--- src/hw/rtl/rapqt_pkg.sv ---
// ----------------------------------------------------------------------------
// rapqt_pkg
// Shared types and fixed field widths for the range-add / point-query tree.
// ----------------------------------------------------------------------------
package rapqt_pkg;

  // Fixed payload widths
  localparam int POS_W   = 10;
  localparam int DELTA_W = 16;
  localparam int SUM_W   = 32;

  // Item kinds
  localparam logic ACT_ADD   = 1'b0;
  localparam logic ACT_QUERY = 1'b1;

  // Controller states
  typedef enum logic [3:0] {
    ST_CLEAR,
    ST_IDLE,
    ST_LCHK,
    ST_LWR,
    ST_RCHK,
    ST_RWR,
    ST_QRD,
    ST_QACC,
    ST_QOUT
  } state_t;

  // Controller to datapath commands
  typedef struct packed {
    logic load;      // capture a new item
    logic clr_wr;    // write zero at the clear pointer
    logic rd_l;      // read node at left bound
    logic wr_l;      // write back left node, advance left bound
    logic rd_r;      // read node just below right bound
    logic wr_r;      // write back right node, retreat right bound
    logic shift;     // move both bounds up one level
    logic q_rd;      // read query node, move up one level
    logic out_load;  // load the result register
  } cmd_t;

  // Datapath to controller status
  typedef struct packed {
    logic clr_done;
    logic l_lt_r;
    logic l_odd;
    logic r_odd;
    logic q_is_root;
    logic add_skip;
    logic q_oob;
    logic is_query;
    logic out_free;
  } sts_t;

endpackage

--- src/hw/rtl/rapqt_ctrl.sv ---
// ----------------------------------------------------------------------------
// rapqt_ctrl
// Sequencer: clearing pass, bottom-up range cover walk, query path walk.
// ----------------------------------------------------------------------------
module rapqt_ctrl (
  input  logic                clk,
  input  logic                rst,
  input  logic                in_valid,
  output logic                in_ready,
  input  rapqt_pkg::sts_t     sts,
  output rapqt_pkg::cmd_t     cmd,
  output rapqt_pkg::state_t   state
);

  rapqt_pkg::state_t state_next;

  // State register
  always_ff @(posedge clk) begin
    if (rst) begin
      state <= rapqt_pkg::ST_CLEAR;
    end else begin
      state <= state_next;
    end
  end

  // Next state
  always_comb begin
    state_next = state;
    unique case (state)
      rapqt_pkg::ST_CLEAR: begin
        if (sts.clr_done) state_next = rapqt_pkg::ST_IDLE;
      end
      rapqt_pkg::ST_IDLE: begin
        if (in_valid) begin
          if (sts.is_query) begin
            state_next = sts.q_oob ? rapqt_pkg::ST_QOUT : rapqt_pkg::ST_QRD;
          end else begin
            state_next = sts.add_skip ? rapqt_pkg::ST_IDLE : rapqt_pkg::ST_LCHK;
          end
        end
      end
      rapqt_pkg::ST_LCHK: begin
        priority if (!sts.l_lt_r) begin
          state_next = rapqt_pkg::ST_IDLE;
        end else if (sts.l_odd) begin
          state_next = rapqt_pkg::ST_LWR;
        end else begin
          state_next = rapqt_pkg::ST_RCHK;
        end
      end
      rapqt_pkg::ST_LWR: state_next = rapqt_pkg::ST_RCHK;
      rapqt_pkg::ST_RCHK: begin
        state_next = sts.r_odd ? rapqt_pkg::ST_RWR : rapqt_pkg::ST_LCHK;
      end
      rapqt_pkg::ST_RWR: state_next = rapqt_pkg::ST_LCHK;
      rapqt_pkg::ST_QRD: begin
        if (sts.q_is_root) state_next = rapqt_pkg::ST_QACC;
      end
      rapqt_pkg::ST_QACC: state_next = rapqt_pkg::ST_QOUT;
      rapqt_pkg::ST_QOUT: begin
        if (sts.out_free) state_next = rapqt_pkg::ST_IDLE;
      end
      default: state_next = rapqt_pkg::ST_CLEAR;
    endcase
  end

  // Commands
  always_comb begin
    cmd      = '0;
    in_ready = 1'b0;
    unique case (state)
      rapqt_pkg::ST_CLEAR: cmd.clr_wr = 1'b1;
      rapqt_pkg::ST_IDLE: begin
        in_ready = 1'b1;
        cmd.load = in_valid;
      end
      rapqt_pkg::ST_LCHK: cmd.rd_l = sts.l_lt_r && sts.l_odd;
      rapqt_pkg::ST_LWR:  cmd.wr_l = 1'b1;
      rapqt_pkg::ST_RCHK: begin
        cmd.rd_r  = sts.r_odd;
        cmd.shift = !sts.r_odd;
      end
      rapqt_pkg::ST_RWR: begin
        cmd.wr_r  = 1'b1;
        cmd.shift = 1'b1;
      end
      rapqt_pkg::ST_QRD:  cmd.q_rd = 1'b1;
      rapqt_pkg::ST_QACC: cmd = '0;
      rapqt_pkg::ST_QOUT: cmd.out_load = sts.out_free;
      default: cmd = '0;
    endcase
  end

endmodule
--- config.mk ---
export PLATFORM = sky130hd
export DESIGN_NAME = rapqt_ctrl
export DESIGN_NICKNAME = d
export VERILOG_FILES = /design/src/hw/rtl/rapqt_pkg.sv /design/src/hw/rtl/rapqt_ctrl.sv
export SDC_FILE = /design/constraint.sdc
export NUM_CORES = 1
export LEC_CHECK = 0
export CAP_MARGIN = 40
export CORE_AREA = 2 2 39 41
export CTS_CLUSTER_SIZE = 16
export DETAILED_ROUTE_END_ITERATION = 8
export DIE_AREA = 0 0 41 43
export DONT_BUFFER_PORTS = 1
export GPL_ROUTABILITY_DRIVEN = 0
export GPL_TIMING_DRIVEN = 0
export PLACE_DENSITY_LB_ADDON = 0.08
export SLEW_MARGIN = 20
export SYNTH_ARGS = -nofsm -noshare
export SYNTH_HDL_FRONTEND = slang
export SYNTH_SLANG_ARGS = --single-unit
--- constraint.sdc ---
create_clock -name clk -period 4.9 [get_ports clk]
set_clock_uncertainty 0.15 [all_clocks]
set_input_delay 0.49 -clock clk [delete_from_list [all_inputs] [get_ports clk]]
set_output_delay 0.49 -clock clk [all_outputs]
set_load 0.02 [all_outputs]
# ---- Word-level counts from Yosys, hierarchy flattened
# Index checks and enable logic that the tools add are counted.
dict set report classes {
  n_addsub 0
  n_mul 0
  n_div 0
  magnitude_cmp 0
  n_eq_ne 12
  n_shift 0
  n_mux 21
  n_bitwise 0
  reduce_logical 4
}
# cell n
set op_table {}
lappend op_table {{$pmux 4 s9} 1}
lappend op_table {{$mux 4} 6}
lappend op_table {{$eq 4x3->1 const B} 4}
lappend op_table {{$mux 1} 9}
lappend op_table {{$mux 3} 3}
lappend op_table {{$eq 4x2->1 const B} 2}
lappend op_table {{$ne 2x2->1 const B} 4}
lappend op_table {{$eq 4x1->1 const B} 1}
lappend op_table {{$eq 4x4->1 const B} 1}
lappend op_table {{$logic_not 4->1} 1}
lappend op_table {{$reduce_and 4->1} 1}
lappend op_table {{$mux 2} 1}
lappend op_table {{$pmux 1 s2} 1}
lappend op_table {{$logic_and 1x1->1} 1}
lappend op_table {{$logic_not 1->1} 1}
dict set report word_totals {
  ff_bits 4
  latch_bits 0
  ram_bits 0
  mem_bits_ro 0
  input_bits 12
  out_inout_bits 14
  word_cells 38
  n_memories 0
}

# ---- Depth between registers and ports, before layout
dict set report logic_depth {
  word_depth 4
  mapped_depth 5
  mapped_depth_nobuf 4
}

# ---- Least setup slack after synthesis
# Ideal clock, no wire load.
dict set report synth_path {
  path_type {register -> output}
  startpoint {reg state[1]}
  endpoint {out cmd[6] (netlist name)}
  arrival_time_ns 1.503
  required_time_ns 4.260
  slack_ns 2.757
  stages_incl_launch_ff 4
  path_buffers 1
  cell_sequence {dfxtp_1 > buf_2 > nand2b_1 > nor4_1}
}
# element line
set synth_rtl {}
lappend synth_rtl {{start: declaration} rapqt_ctrl.sv:12} ;# output rapqt_pkg::state_t state
lappend synth_rtl {{start signal: assignment} rapqt_ctrl.sv:20} ;# state <= rapqt_pkg::ST_CLEAR;
lappend synth_rtl {{start signal: assignment} rapqt_ctrl.sv:22} ;# state <= state_next;
lappend synth_rtl {{end: declaration} rapqt_ctrl.sv:11} ;# output rapqt_pkg::cmd_t cmd,

==> impl_metrics.py <==
metrics = {
    "cts": {
        "cts.sinks": 4,
        "htree_levels": 1,
        "cts_made_buffers": 3,
        "clkTransAtPathRegs_ns": 0.04,
        "root_buffer": "clkbuf_4",
        "cts_max_path_buffers": 2,
        "cts_tree": "yes",
        "postCtsSetupBuffers": 0,
        "cts_hold_buf": 0,
        "clk_latency_ns": 0.23,
        "ctsResizeCount": 0,
    },
    "finish": {
        "layout-drive-gt1-share_pct": 31.1,
        "fill_cells": 152,
        "reg_top3": "state (4)",
        "antenna_cells": 0,
        "final_cell_count_no_fill": 77,
        "nets": 75,
        "area_growth_pct": 9.37,
        "largest_register": "state",
        "largest_register_ffs": 4,
    },
    "hold_path": {
        "hold_end": "state[2]",
        "timing.hold.worst.class": "in -> reg",
        "worstHoldPathCells": 1,
        "min_from": "rst",
    },
    "global_routing": {
        "grt_first_pass_wirelength_mm": 1.88,
        "grt_max_degree": 11,
        "grt_pass1_vias": 435,
        "grt-ovfl-total": 0,
        "grt_use_total_pct": 15.8,
        "antenna_found_initial": 0,
    },
    "timing": {
        "fin_crit_ns": 2.52,
        "max_freq_ghz": 0.396,
        "holdWs_ns": 0.170,
        "rsz0062_at_grt": "no",
        "relSlewSlack_pct": 41.0,
        "post-route-period-util_pct": 51.5,
        "finalHoldViolations": 0,
        "final.setup.tns_ns": 0,
        "setup_viol": 0,
        "tightestPinTransition_ns": 0.877,
        "slew_viol_final": 0,
    },
    "routing": {
        "antenna_left": 0,
        "wl_mm": 1.20,
        "vias_per_cell": 5.77,
        "routedWlPerCell_um": 15.5,
        "dr.pass1.iters": 4,
        "drc": 0,
        "first_iter_violations": 8,
        "vias": 444,
    },
    "die": {
        "num_io_pins": 26,
        "core_area_um2": 1380,
        "row_count": 14,
        "die_w_um": 41,
        "initial_core_util_pct": 32.8,
        "die_y_um": 43,
        "die_area_um2": 1760,
    },
    "status": {
        "outcome": "completed",
    },
    "power_and_ir_drop": {
        "cellPowerDensity_nw_per_um2": 260,
        "p_leak_uw": 0.000170,
        "p_int_uw": 80.1,
        "p_comb_share_pct": 38.5,
        "clkPwrFrac_pct": 30.4,
        "p_sw_uw": 49.0,
        "sequentialPowerShare_pct": 31.1,
        "vdd_drop_max_mv": 0.192,
        "total_power_uw": 129,
        "switching_share_pct": 38.0,
    },
    "logic_synthesis": {
        "synth_seq_cells": 4,
        "postSynthCellCount": 58,
        "synth_area_um2": 454,
        "yosysSeqAreaShare_pct": 17.6,
        "ys.flop_type": "dfxtp_1",
        "synth_area_per_cell_um2": 7.83,
        "syn-num-nets": 70,
        "synth_async_sr_flop_share_pct": 0,
        "yosys_warnings": 0,
        "yosys.cell_types.count": 34,
        "synth-edff-count": 0,
    },
    "critical_path": {
        "path_max_fanout": 10,
        "reg2reg_depth": 5,
        "start_kind": "flop",
        "crit_path_end_kind": "primary output",
        "r2r_end": "state[1]",
        "critical_path_class": "reg -> out",
        "required_ns": 4.26,
        "worst_ep_arrival_time_ns": 1.88,
        "r2r_slack_ns": 2.81,
        "timing.rr.start": "state[2]",
    },
    "placed_design": {
        "place_inst": 74,
        "numPortBuffers": 0,
        "hpwl_um": 971,
    },
    "flow_run": {
        "drv_cap": 0,
    },
}
-- critical path, cell delays in order (launching register included) --
cell,delay [ns]
dfxtp_1,0.45
buf_2,0.27
nand2b_1,0.18
nor4_1,0.75
-- stage by stage --
step	cell area [um^2]	util, %	setup WS, ns
2_1_floorplan	454	-	2.76
3_3_place_gp	474	34.3	2.61
3_5_place_dp	474	34.3	2.61
4_1_cts	497	35.9	2.37
5_1_grt	497	35.9	2.25
6_report	497	35.9	2.38
-- metal layers --
metal,share of wire [%],vias to the layer above,track usage [%],routed length (um)
met5,0,-,0,0
met1,45,198,21.5,538
met4,0,0,4.00,0
met2,46,22,23.1,551
met3,8.8,0,5.76,105
li1,-,224,-,-
-- cells by family (layout without fill, tap and decap cells) --
logic type	after synthesis	in the layout	share of synthesized area [%]
flip-flops	4	4	17.6
AND/OR/NAND/NOR	28	28	35.3
multiplexers	2	2	4.41
AO/OA/AOI/OAI	14	14	31.1
buffers and inverters	10	13	11.6
-- worst max-delay path by stage --
stage / slack (ns) / from / depth (start not counted) / endpoint
after CTS: 2.37 / state[1] / 3 / cmd[6]
after floorplan: 2.76 / state[1] / 3 / cmd[6]
final: 2.38 / state[1] / 3 / cmd[6]
after detailed placement: 2.61 / state[1] / 3 / cmd[6]
after global placement: 2.61 / state[1] / 3 / cmd[6]
after global routing: 2.25 / state[1] / 3 / cmd[6]
-- cell type report --
type / instances / area, um^2 / area share (%)
inverter: 6 / 23.8 / 4.79
sequential: 4 / 80.1 / 16.1
clock buffer: 3 / 22.5 / 4.53
buffer: 4 / 28.8 / 5.79
tap: 16 / 20.0 / 4.03
multi-input combinational: 44 / 322 / 64.7
-- layout by cell type, fill, tap and decap left out, drive strengths merged --
| master | count |
|---|---|
| nor2 | 8 |
| inv | 5 |
| a211oi | 5 |
| dfxtp | 4 |
| nor3 | 4 |
| buf | 4 |
| nand2 | 3 |
| clkbuf | 3 |
| nand2b | 2 |
| nor4 | 2 |
| mux2i | 2 |
| nand3 | 2 |
| or2b | 1 |
| and3 | 1 |
| or4b | 1 |
| clkinv | 1 |
| a2111oi | 1 |
| and2 | 1 |
| nand3b | 1 |
| o41ai | 1 |
| o311ai | 1 |
| a31oi | 1 |
| nor2b | 1 |
| o21ai | 1 |
| a21oi | 1 |
| a221oi | 1 |
| or3 | 1 |
| a2111o | 1 |
| o32ai | 1 |
-- synth_stat cells, types with 2 or more instances --
cell      count  area (um^2)
mux2i_1       2         20.0
buf_2         2         10.0
nand2b_1      2         12.5
nor2_1        7         26.3
dfxtp_1       4         80.1
inv_1         4         15.0
nor3_1        3         15.0
nand3_1       2         10.0
nand2_1       3         11.3
a211oi_1      4         30.0
nor4_1        2         12.5
-- power groups by stage --
stage / Combinational, uW / Clock [uW] / Sequential [uW]
after CTS: 50.2 / 40.4 / 40.1
after global placement: 50.8 / 0 / 40.6
after detailed placement: 50.0 / 0 / 40.6
final: 49.7 / 39.3 / 40.1
after global routing: 55.3 / 44.1 / 40.2
after floorplan: 42.9 / 0 / 40.1
Note: power is estimated with default switching activity, not from simulation.
